===== src/rtl/deq_pkg.sv =====
// deq_pkg: shared sizes, operation and status codes, ring index helpers
// depends on nothing; used by the interfaces, double_ended_queue and the bench
package deq_pkg;

	localparam int DEPTH  = 32;
	localparam int IDX_W  = $clog2(DEPTH);
	localparam int CNT_W  = $clog2(DEPTH + 1);
	localparam int SUM_W  = CNT_W + 1;
	localparam int OP_W   = 3;
	localparam int DATA_W = 32;
	localparam int STAT_W = 2;

	typedef logic [IDX_W-1:0]  idx_t;
	typedef logic [CNT_W-1:0]  cnt_t;
	typedef logic [OP_W-1:0]   op_t;
	typedef logic [STAT_W-1:0] stat_t;

	// operation codes
	localparam op_t OP_INS_FRONT = 3'd0;
	localparam op_t OP_INS_BACK  = 3'd1;
	localparam op_t OP_DEL_FRONT = 3'd2;
	localparam op_t OP_DEL_BACK  = 3'd3;
	localparam op_t OP_DISPLAY   = 3'd4;

	// result status codes
	localparam stat_t STAT_DONE  = 2'd0;
	localparam stat_t STAT_EMPTY = 2'd1;
	localparam stat_t STAT_FULL  = 2'd2;
	localparam stat_t STAT_ENTRY = 2'd3;

	// next slot around the ring
	function automatic idx_t ring_inc(input idx_t idx);
		idx_t r;
		if (idx == IDX_W'(DEPTH - 1)) begin
			r = '0;
		end else begin
			r = idx + IDX_W'(1);
		end
		return r;
	endfunction

	// previous slot around the ring
	function automatic idx_t ring_dec(input idx_t idx);
		idx_t r;
		if (idx == '0) begin
			r = IDX_W'(DEPTH - 1);
		end else begin
			r = idx - IDX_W'(1);
		end
		return r;
	endfunction

	// slot at an offset of up to DEPTH from idx
	function automatic idx_t ring_add(input idx_t idx, input cnt_t off);
		logic [SUM_W-1:0] sum;
		sum = SUM_W'(idx) + SUM_W'(off);
		if (sum >= SUM_W'(DEPTH)) begin
			sum = sum - SUM_W'(DEPTH);
		end
		return sum[IDX_W-1:0];
	endfunction

endpackage


===== src/rtl/deq_if.sv =====
// deq_item_if, deq_result_if: valid/ready channels of the deque
// depends on deq_pkg for field widths
interface deq_item_if;
	logic                                valid;
	logic                                ready;
	logic [deq_pkg::OP_W-1:0]            operation;
	logic signed [deq_pkg::DATA_W-1:0]   value;

	modport source (output valid, output operation, output value, input ready);
	modport sink   (input valid, input operation, input value, output ready);
endinterface

interface deq_result_if;
	logic                                valid;
	logic                                ready;
	logic [deq_pkg::STAT_W-1:0]          status;
	logic signed [deq_pkg::DATA_W-1:0]   entry_value;
	logic                                last;

	modport source (output valid, output status, output entry_value, output last, input ready);
	modport sink   (input valid, input status, input entry_value, input last, output ready);
endinterface


===== src/rtl/double_ended_queue.sv =====
// double_ended_queue: bounded deque of signed 32-bit values in a ring ram
// depends on deq_pkg, deq_item_if / deq_result_if and deq_ram
//
// usage
//   item channel carries one operation per beat: insert front, insert back,
//   delete front, delete back or display, plus the value to insert
//   result channel returns status, entry_value and last for each result beat
//   inserts and deletes give one status beat (done, empty or full) in the cycle
//   after the item beat; a full queue drops the insert and reports full
//   a display streams every entry front to back, one beat per cycle when not
//   stalled, with last set on the final one; an empty queue answers with a
//   single empty beat; codes 5 to 7 are taken and ignored, no result beat
//   a status beat passes only the result register; a display entry passes
//   the ram read register, then the result register, and the next entry is
//   prefetched as it moves on; the single ram read port sets the walk's pace
//   throughput: one insert or delete per cycle while the result side is free;
//   a display holds item ready low after its item beat while it walks the ring
//   the result register decouples the sides: a new item is taken in the cycle
//   the pending result beat leaves; a stalled receiver holds the result and the
//   walk, and item ready stays low
//   reset clears front index, count and the result valid; ram contents are
//   left as they are, only slots written since are ever read
module double_ended_queue (
	input  logic                clk,
	input  logic                arst_n,
	deq_item_if.sink            item,
	deq_result_if.source        result
);

	localparam logic ST_IDLE = 1'b0;
	localparam logic ST_DISP = 1'b1;

	logic             state_q;
	deq_pkg::idx_t    front_q;
	deq_pkg::cnt_t    count_q;
	deq_pkg::idx_t    walk_q;       // position of the entry in flight during a display
	deq_pkg::idx_t    rd_slot_q;    // ram slot of that entry

	logic                        res_vld_q;
	deq_pkg::stat_t              res_status_q;
	logic [deq_pkg::DATA_W-1:0]  res_value_q;
	logic                        res_last_q;

	logic out_free;
	logic accept;
	logic full;
	logic empty;
	logic walk_last;
	logic res_load;

	logic                        ram_we;
	deq_pkg::idx_t               ram_waddr;
	logic [deq_pkg::DATA_W-1:0]  ram_wdata;
	logic                        ram_re;
	deq_pkg::idx_t               ram_raddr;
	logic [deq_pkg::DATA_W-1:0]  ram_rdata;

	// result register can take a beat this cycle
	assign out_free  = !res_vld_q || result.ready;
	assign item.ready = (state_q == ST_IDLE) && out_free;
	assign accept    = item.valid && item.ready;

	assign full      = (count_q == deq_pkg::CNT_W'(deq_pkg::DEPTH));
	assign empty     = (count_q == '0);
	assign walk_last = ((deq_pkg::CNT_W'(walk_q) + deq_pkg::CNT_W'(1)) == count_q);

	// a result beat enters the result register this cycle
	always_comb begin
		res_load = 1'b0;
		if (state_q == ST_DISP) begin
			res_load = out_free;
		end else if (accept) begin
			unique case (item.operation) inside
				deq_pkg::OP_INS_FRONT, deq_pkg::OP_INS_BACK,
				deq_pkg::OP_DEL_FRONT, deq_pkg::OP_DEL_BACK: begin
					res_load = 1'b1;
				end
				deq_pkg::OP_DISPLAY: begin
					res_load = empty;
				end
				default: begin
					res_load = 1'b0;
				end
			endcase
		end
	end

	// ram port control: inserts write in the accept cycle, a display reads in its accept
	// cycle and afterwards while item ready is low, so no read and write hit one slot together
	always_comb begin
		ram_we    = 1'b0;
		ram_waddr = deq_pkg::ring_add(front_q, count_q);
		ram_wdata = item.value;
		ram_re    = 1'b0;
		ram_raddr = front_q;
		if (accept) begin
			unique case (item.operation)
				deq_pkg::OP_INS_FRONT: begin
					ram_we    = !full;
					ram_waddr = deq_pkg::ring_dec(front_q);
				end
				deq_pkg::OP_INS_BACK: begin
					ram_we = !full;
				end
				deq_pkg::OP_DISPLAY: begin
					ram_re = !empty;
				end
				default: begin
				end
			endcase
		end
		// prefetch the next entry as the current one moves to the result register
		if ((state_q == ST_DISP) && out_free && !walk_last) begin
			ram_re    = 1'b1;
			ram_raddr = deq_pkg::ring_inc(rd_slot_q);
		end
	end

	deq_ram #(
		.WIDTH (deq_pkg::DATA_W),
		.DEPTH (deq_pkg::DEPTH)
	) u_store (
		.clk   (clk),
		.we    (ram_we),
		.waddr (ram_waddr),
		.wdata (ram_wdata),
		.re    (ram_re),
		.raddr (ram_raddr),
		.rdata (ram_rdata)
	);

	// control state
	always_ff @(posedge clk or negedge arst_n) begin
		if (!arst_n) begin
			state_q   <= ST_IDLE;
			front_q   <= '0;
			count_q   <= '0;
			walk_q    <= '0;
			rd_slot_q <= '0;
			res_vld_q <= 1'b0;
		end else begin
			// a new beat wins over the one leaving
			res_vld_q <= res_load || (res_vld_q && !result.ready);
			if (ram_re) begin
				rd_slot_q <= ram_raddr;
			end
			unique case (state_q)
				ST_IDLE: begin
					if (accept) begin
						unique case (item.operation)
							deq_pkg::OP_INS_FRONT: begin
								if (!full) begin
									front_q <= deq_pkg::ring_dec(front_q);
									count_q <= count_q + deq_pkg::CNT_W'(1);
								end
							end
							deq_pkg::OP_INS_BACK: begin
								if (!full) begin
									count_q <= count_q + deq_pkg::CNT_W'(1);
								end
							end
							deq_pkg::OP_DEL_FRONT: begin
								if (!empty) begin
									front_q <= deq_pkg::ring_inc(front_q);
									count_q <= count_q - deq_pkg::CNT_W'(1);
								end
							end
							deq_pkg::OP_DEL_BACK: begin
								if (!empty) begin
									count_q <= count_q - deq_pkg::CNT_W'(1);
								end
							end
							deq_pkg::OP_DISPLAY: begin
								if (!empty) begin
									state_q <= ST_DISP;
									walk_q  <= '0;
								end
							end
							default: begin
							end
						endcase
					end
				end
				ST_DISP: begin
					if (out_free) begin
						if (walk_last) begin
							state_q <= ST_IDLE;
						end else begin
							walk_q <= walk_q + deq_pkg::IDX_W'(1);
						end
					end
				end
				default: begin
					state_q <= ST_IDLE;
				end
			endcase
		end
	end

	// result payload
	always_ff @(posedge clk) begin
		if ((state_q == ST_IDLE) && accept) begin
			res_value_q <= '0;
			res_last_q  <= 1'b1;
			case (item.operation) inside
				deq_pkg::OP_INS_FRONT,
				deq_pkg::OP_INS_BACK: begin
					res_status_q <= full ? deq_pkg::STAT_FULL : deq_pkg::STAT_DONE;
				end
				deq_pkg::OP_DEL_FRONT,
				deq_pkg::OP_DEL_BACK: begin
					res_status_q <= empty ? deq_pkg::STAT_EMPTY : deq_pkg::STAT_DONE;
				end
				default: begin
					res_status_q <= deq_pkg::STAT_EMPTY;
				end
			endcase
		end else if ((state_q == ST_DISP) && out_free) begin
			res_status_q <= deq_pkg::STAT_ENTRY;
			res_value_q  <= ram_rdata;
			res_last_q   <= walk_last;
		end
	end

	assign result.valid       = res_vld_q;
	assign result.status      = res_status_q;
	assign result.entry_value = res_value_q;
	assign result.last        = res_last_q;

	// checks

	// occupancy never passes the ring size
	a_count_bound: assert property (@(posedge clk) disable iff (!arst_n)
		count_q <= deq_pkg::CNT_W'(deq_pkg::DEPTH))
		else $error("entry count above ring depth");

	// the ring is never written during a display walk
	a_no_write_in_walk: assert property (@(posedge clk) disable iff (!arst_n)
		ram_we |-> (state_q == ST_IDLE))
		else $error("ram write during display walk");

	// a walk only runs over stored entries
	a_walk_in_range: assert property (@(posedge clk) disable iff (!arst_n)
		(state_q == ST_DISP) |-> (deq_pkg::CNT_W'(walk_q) < count_q))
		else $error("display walk past stored entries");

	// the end of a walk is marked by last on the beat loaded in that cycle
	a_walk_end_last: assert property (@(posedge clk) disable iff (!arst_n)
		((state_q == ST_DISP) && out_free && walk_last) |=> (res_vld_q && res_last_q))
		else $error("display walk ended without last beat");

endmodule


===== src/rtl/deq_ram.sv =====
// deq_ram: generic simple dual-port ram, one write and one registered read port
// depends on nothing
module deq_ram #(
	parameter int WIDTH = 32,
	parameter int DEPTH = 32
) (
	input  logic                     clk,
	input  logic                     we,
	input  logic [$clog2(DEPTH)-1:0] waddr,
	input  logic [WIDTH-1:0]         wdata,
	input  logic                     re,
	input  logic [$clog2(DEPTH)-1:0] raddr,
	output logic [WIDTH-1:0]         rdata
);

	logic [WIDTH-1:0] mem_q [DEPTH];
	logic [WIDTH-1:0] rdata_q;

	always_ff @(posedge clk) begin
		if (we) begin
			mem_q[waddr] <= wdata;
		end
		if (re) begin
			rdata_q <= mem_q[raddr];
		end
	end

	assign rdata = rdata_q;

endmodule


===== src/flat_wrapper.sv =====
// flat-port wrapper written by rule: the top's interface ports become plain ports
module double_ended_queue_flat 
  (clk, arst_n, item_valid, item_operation, item_value, item_ready, result_valid, result_status, result_entry_value, result_last, result_ready);
  deq_item_if item_i ();
  deq_result_if result_i ();
  input  logic clk;
  input  logic arst_n;
  input wire logic [$bits(item_i.valid)-1:0] item_valid;
  input wire logic [$bits(item_i.operation)-1:0] item_operation;
  input wire logic [$bits(item_i.value)-1:0] item_value;
  output wire logic [$bits(item_i.ready)-1:0] item_ready;
  output wire logic [$bits(result_i.valid)-1:0] result_valid;
  output wire logic [$bits(result_i.status)-1:0] result_status;
  output wire logic [$bits(result_i.entry_value)-1:0] result_entry_value;
  output wire logic [$bits(result_i.last)-1:0] result_last;
  input wire logic [$bits(result_i.ready)-1:0] result_ready;
  assign item_i.valid = item_valid;
  assign item_i.operation = item_operation;
  assign item_i.value = item_value;
  assign item_ready = item_i.ready;
  assign result_valid = result_i.valid;
  assign result_status = result_i.status;
  assign result_entry_value = result_i.entry_value;
  assign result_last = result_i.last;
  assign result_i.ready = result_ready;
  double_ended_queue u_core (.clk(clk), .arst_n(arst_n), .item(item_i), .result(result_i));
endmodule

===== config.mk =====
export PLATFORM = sky130hd
export DESIGN_NAME = double_ended_queue_flat
export DESIGN_NICKNAME = d
export VERILOG_FILES = /design/src/rtl/deq_pkg.sv /design/src/rtl/deq_if.sv /design/src/rtl/double_ended_queue.sv /design/src/rtl/deq_ram.sv /design/src/flat_wrapper.sv
export SDC_FILE = /design/constraint.sdc
export NUM_CORES = 1
export LEC_CHECK = 0
export BUFFER_PORTS_ARGS = -buffer_cell sky130_fd_sc_hd__clkbuf_2
export CAP_MARGIN = 20
export CORE_ASPECT_RATIO = 0.5
export CORE_UTILIZATION = 45
export DETAILED_ROUTE_END_ITERATION = 10
export PLACE_DENSITY = 0.67
export SLEW_MARGIN = 30
export SYNTH_ARGS = -nofsm -noshare
export SYNTH_HDL_FRONTEND = slang
export SYNTH_SLANG_ARGS = --single-unit

===== constraint.sdc =====
create_clock -name clk -period 5.3 [get_ports clk]
set_input_delay 0 -clock clk [delete_from_list [all_inputs] [get_ports clk]]
set_output_delay 0 -clock clk [all_outputs]
set_load 0.02 [all_outputs]

==> results of run 1 <==
-- layout by cell type, fill, tap and decap left out, types with 28 or more instances in the layout --
cell / n
edfxtp_1: 1058
nand2_1: 475
a21oi_1: 216
mux2i_1: 191
clkbuf_16: 103
clkbuf_2: 75
mux4_2: 63
o32ai_1: 62
buf_4: 46
dlygate4sd3_1: 42
and3_1: 35
dfxtp_1: 33
o2bb2ai_1: 32
nor4_2: 32
nor2_4: 32
buf_12: 32
a32oi_1: 31
a311o_1: 31
o21ai_1: 29
clkbuf_1: 28
-- path summary, 6_finish.rpt --
| path | start | to | slack, ns | cells after the start |
|---|---|---|---|---|
| max | u_core.walk_q[0] | u_core.u_store.rdata[9] | 0.90 | 11 |
| min | item_value[24] | u_core.u_store.mem_q[30][24] | 0.03 | 1 |
| max reg2reg | u_core.walk_q[0] | u_core.u_store.rdata[9] | 0.90 | 11 |
| min reg2reg | u_core.result.entry_value[18] | u_core.result.entry_value[18] | 0.46 | 2 |
| max in group asynchronous | arst_n | u_core.front_q[0] | 4.76 | 4 |
| min in group asynchronous | arst_n | u_core.rd_slot_q[4] | 0.38 | 4 |
-- sequential cells by signal (all words and copies together) (netlist names) --
name,cells
u_core.rd_slot_q,5
u_core.front_q,5
u_core.result.last,1
u_core.result.valid,1
u_core.u_store.mem_q,1024
u_core.result.entry_value,32
u_core.state_q,1
u_core.result.status,2
u_core.u_store.rdata,32
u_core.walk_q,5
u_core.count_q,6
-- metrics by stage --
step	util, %	area, um^2	setup WS, ns	power [uW]	hold WS [ns]
global route	52.0	50000	0.705	30100	0.0730
finish	52.0	50000	0.899	28800	0.0302
CTS	52.0	50000	0.899	28900	0.00570
floorplan	-	44100	1.16	18700	-0.296
global placement	48.3	46500	0.991	21900	0.0424
detailed placement	48.3	46500	0.902	22100	0.0550
-- worst reg2reg max path, stage by stage (launching register included) --
cell,delay (ns)
dfrtp_1,0.42
ha_1,0.26
nand3_1,0.15
xnor2_1,0.32
nor4_4,0.11
a21oi_4,0.52
mux2_8,0.61
nor4_4,0.93
buf_4,0.43
a32oi_1,0.16
o21ai_1,0.16
nor4_2,0.08
-- layer usage --
layer,up-vias,share of wire (%),global-route usage [%]
met5,-,0,0
met4,0,2.3,5.75
met3,166,8.4,3.74
met2,1131,45,33.7
met1,12800,44,33.6
li1,10800,-,-
-- synthesized netlist by cell type, types with 5 or more instances --
master and n:
a32oi_1 31, mux2i_1 191, nor2_1 57, o2bb2ai_1 32, a21oi_1 216, nor4_2 34
inv_1 7, xor2_1 9, clkbuf_1 56, buf_2 73, mux4_2 63, mux2_2 26
a311o_1 31, o32ai_1 62, o21ai_1 29, edfxtp_1 1058, buf_6 15, dfrtp_1 23
mux2_1 12, ha_1 14, xnor2_1 17, a211oi_1 5, buf_4 17, nand2_1 477
o21ai_0 20, and3_1 35, dfxtp_1 33, nand3_1 12
-- report_power, final --
part	total (uW)	switching (uW)	internal [uW]
logic	11300	7110	4190
clock network	6870	3110	3760
registers	10700	317	10300
total	28800	10500	18300
-- cells by family (layout without fill, tap and decap cells) --
family                   count (synthesis)  count (layout)  share of synthesized area [%]
buffers and inverters                  170             383                           2.06
AND/OR/NAND/NOR                        640             640                           6.55
flip-flops                            1114            1114                           74.9
multiplexers                           296             296                           8.68
adder cells (fa/ha/maj)                 16              16                          0.489
XOR/XNOR                                26              26                          0.517
AO/OA/AOI/OAI                          452             452                           6.79
-- repair_timing --
action / CTS / global route
endpoints found under the hold margin: 1022 / 0
resized for setup: 0 / 0
endpoints found under the setup margin: 0 / 0
hold buffers: 43 / 0
-- final cells by class --
| class | instances | area (um^2) | area share (%) |
|---|---|---|---|
| Clock buffer | 134 | 2720 | 5.45 |
| Multi-Input combinational cell | 1430 | 10500 | 20.9 |
| Inverter | 7 | 26.3 | 0.0526 |
| Timing Repair Buffer | 195 | 1780 | 3.56 |
| Tap cell | 1312 | 1640 | 3.28 |
| Clock inverter | 47 | 344 | 0.688 |
| Sequential cell | 1114 | 33000 | 66.0 |
==> flow_summary.toml, run 1 <==
[yosys]
synth_edf_count = 1058
yosysWarnings = 0
synthFlopType = "edfxtp_1"
yosys.area.top_type = "edfxtp_1"
synth_area_leaders = "edfxtp_1 72%, mux2i_1 4.3%, nand2_1 4.1%"
synth_nets = 2769
synth.top_cell.area_share_pct = 72.1
synthCells = 2714
synth-async-reset-ratio_pct = 2.06
ys_seq_area_share_pct = 74.9
yosysUniqueCellTypes = 59
synthesis.area_um2 = 44100
ys_ff_latch = 1114
synth.avg_cell_area_um2 = 16.2

[clock_network]
h-tree-depth = 3
cts.sinks = 1114
cts-buffers-inserted = 99
cts_tree = "yes"
clock_latency_ns = 0.67
cts.clk_slew.worst_paths_ns = 0.06
cts-root-buf = "clkbuf_16"
cts_setup_buffers = 0
cts_buffer_depth = 3

[timing]
hold_viol = 0
min_period_ns = 4.40
rsz0062_at_grt = "no"
fin_crit_sh_pct = 83.0
setup_tns_ns = 0
slew_violations = 0
skew_ns = 0.0203
fmax_mhz = 227
max_slew_margin_pct = 37.9
tightest_slew_ns = 0.928
setup_viol = 0

[drt]
drt_iter0_drc = 3125
routed_wl_um = 111000
wire_per_inst_um = 26.2
vias_per_cell = 5.88
first_pass_iters = 5
ant_nets = 0
dr_total_vias = 24900
drc = 0

[critical_path]
cp_common_cell = "nor4_4"
cp_max_fo = 46
crit_chain = "ha_1 > nand3_1 > xnor2_1 > nor4_4 > a21oi_4 > mux2_8 > nor4_4 > buf_4 > a32oi_1 > o21ai_1 > nor4_2"
crit_family = "simple AND/OR/NAND/NOR gates"
cp_slowest_cell = "nor4_4"
slowest_delay_ns = 0.88
criticalPathCategory = "flop to flop"
worstPathBufferInverterCount = 1
start_kind = "flop"
required_ns = 5.70
worstPathArrival_ns = 4.80
cp-end-kind = "flop"

[placement]
io_buffers = 75
place_congestion = 0.794
detailed_place_hpwl_um = 60000
dp.cells = 4015

[layout]
diodes = 0
final_cells = 4239
syn2layout_area_growth_pct = 13.5
drive_gt1_share_pct = 15.8
fin_nets = 2902
n_fill_cell = 7677

[floorplan]
die_h_um = 223
ios = 76
coreArea_um2 = 96200
die_w_um = 444
die-area_um2 = 99200
initial_utilization_pct = 45.8
rows = 80

[status]
run_status = "completed"

[power_and_ir_drop]
p_leak_uw = 0.0164
power_density_nw_per_um2 = 577
ir_worst_vdd_mv = 0.440

[global_route]
grt_pass1_vias = 23900
grt_max_degree = 89
grt_use_total_pct = 22.3
grt_pass1_wl_um = 162000
gr-total-overflow = 0
antenna_found_initial = 0

[run]
max-cap-violations = 0

[min_path]
min_path_type = "input pin to flop"
(Power assumes the default switching activity.)
==> run 2, diff against run 1 <==
PLACE_DENSITY = 0.7   (was 0.67)
clock period = 4 ns   (was 5.3 ns; I/O delays follow)
==> flow_summary.toml, run 2 (synthesis results as in run 1) <==
[critical_path]
worstPathArrival_ns = 4.18
cp_max_fo = 31
r2r_setup_slack_ns = 0.22
reg2reg_from = "u_core.walk_q[0]"
criticalPathCategory = "flop to flop"
crit_start = "u_core.walk_q[0]"
cp-end-kind = "flop"
required_ns = 4.40
start_kind = "flop"

[drt]
drt_iter0_drc = 3453
vias_per_cell = 6.04
dr_total_vias = 25900
wire_per_inst_um = 27.0
routed_wl_um = 116000
first_pass_iters = 7
drc = 0
ant_nets = 0

[min_path]
worstHoldStart = "item_value[9]"
min_path_type = "input pin to flop"

[status]
run_status = "completed"

[clock_network]
cts_resized = 0
cts_buffer_depth = 3
h-tree-depth = 3
cts-root-buf = "clkbuf_16"
holdBufCountCts = 44
cts-buffers-inserted = 98
cts.sinks = 1114
cts.clk_slew.worst_paths_ns = 0.07
cts_tree = "yes"
cts_setup_buffers = 0
clock_latency_ns = 0.67

[power_and_ir_drop]
p_clk_share_pct = 25.0
p_seq_share_pct = 35.5
netSwitchingPower_uw = 14400
p_sw_share_pct = 36.2
combPwrFrac_pct = 39.4
ir_worst_vdd_mv = 0.861
finalPower_uw = 39900
p_leak_uw = 0.0169
p_int_uw = 25400
power_density_nw_per_um2 = 782

[timing]
slew_violations = 0
rsz0062_at_grt = "no"
max_slew_margin_pct = 49.7
fmax_mhz = 265
tightest_slew_ns = 0.755
skew_ns = 0.0212
hold_viol = 0
min_period_ns = 3.78
setup_viol = 0
fin_crit_sh_pct = 94.4

[global_route]
grt_pass1_vias = 25200
grt_use_total_pct = 23.3
gr-total-overflow = 0
grt_pass1_wl_um = 169000
antenna_found_initial = 2
grt_max_degree = 83

[floorplan]
die_h_um = 223
die_w_um = 444
die-area_um2 = 99200
ios = 76
coreArea_um2 = 96200
initial_utilization_pct = 45.8
rows = 80

[placement]
placed_area_um2 = 47100
io_buffers = 75
place_congestion = 0.830
detailed_place_hpwl_um = 61900

[layout]
multi_input_area_um2 = 10500
final_common_cell = "edfxtp_1"
syn2layout_area_growth_pct = 15.7
largest_reg_flops = 1024
drive_gt1_share_pct = 17.5
final_cell_mix = "1058 x edfxtp_1, 475 x nand2_1, 216 x a21oi_1"
final_area_um2 = 51000
diodes = 0
fin_nets = 2943
utilization_pct = 53.0
seq_area_um2 = 33000
top_register = "u_core.u_store.mem_q"
n_fill_cell = 7427

[run]
max-cap-violations = 0
-- run 2: changes by cell type in the layout (fill, tap and decap cells not counted), sizes merged --
| cell | change |
|---|---|
| buf | +41 |
| bufinv | +13 |
| clkbuf | -13 |
| inv | +2 |
| clkinvlp | +1 |
| dlygate4sd3 | +1 |
-- run 2: path summary, 6_finish.rpt --
path | cells past startpoint | endpoint
worst max-delay path | 13 | u_core.u_store.rdata[8]
worst min-delay path | 1 | u_core.u_store.mem_q[20][9]
worst max register to register | 13 | u_core.u_store.rdata[8]
worst min register to register | 2 | u_core.result.entry_value[8]
max in group asynchronous | 4 | u_core.rd_slot_q[4]
min in group asynchronous | 4 | u_core.result.valid
-- run 2: area by class of cell --
type	instances	area share, %
Multi-Input combinational cell	1430	20.5
Timing Repair Buffer	237	4.78
Inverter	7	0.0515
Clock buffer	121	5.22
Sequential cell	1114	64.7
Tap cell	1312	3.22
Clock inverter	63	1.45
-- run 2: power by group through the flow --
stage,Sequential [uW],Combinational [uW],Clock (uW)
2_1_floorplan,14400,10500,0
3_3_place_gp,14400,15200,0
3_5_place_dp,14400,15500,0
4_1_cts,14200,15600,10100
5_1_grt,14200,16700,10500
6_report,14200,15700,9980
-- run 2: metal layers --
layer  vias to the layer above  wire, um  global-route usage [%]
met4                         4      3240                    6.65
met3                       222     12900                    4.68
li1                      10900         -                       -
met5                         -        31                       0
met2                      1584     53600                    36.4
met1                     13200     46100                    33.4
-- run 2: critical path, stage by stage, from the launching register on --
cell and delay, ns:
dfrtp_1 0.44, ha_1 0.28, nand3_1 0.15, xnor2_1 0.21, nor4_4 0.39, a21oi_4 0.12, buf_4 0.18, mux2i_1 0.12
buf_4 0.20, nor4_4 0.25, buf_4 0.63, a32oi_1 0.24, o21ai_1 0.19, nor4_2 0.08
-- run 2: metrics by stage --
step	hold WS, ns	TNS [ns]	instances	worst slack, ns
3_3_place_gp	0.0416	0	4056	0.500
4_1_cts	0.0136	0	4284	0.270
6_report	0.0279	0	4284	0.224
5_1_grt	0.0548	0	4284	0.110
3_5_place_dp	0.0493	0	4056	0.377
2_1_floorplan	-0.296	-81.00	2714	-0.141
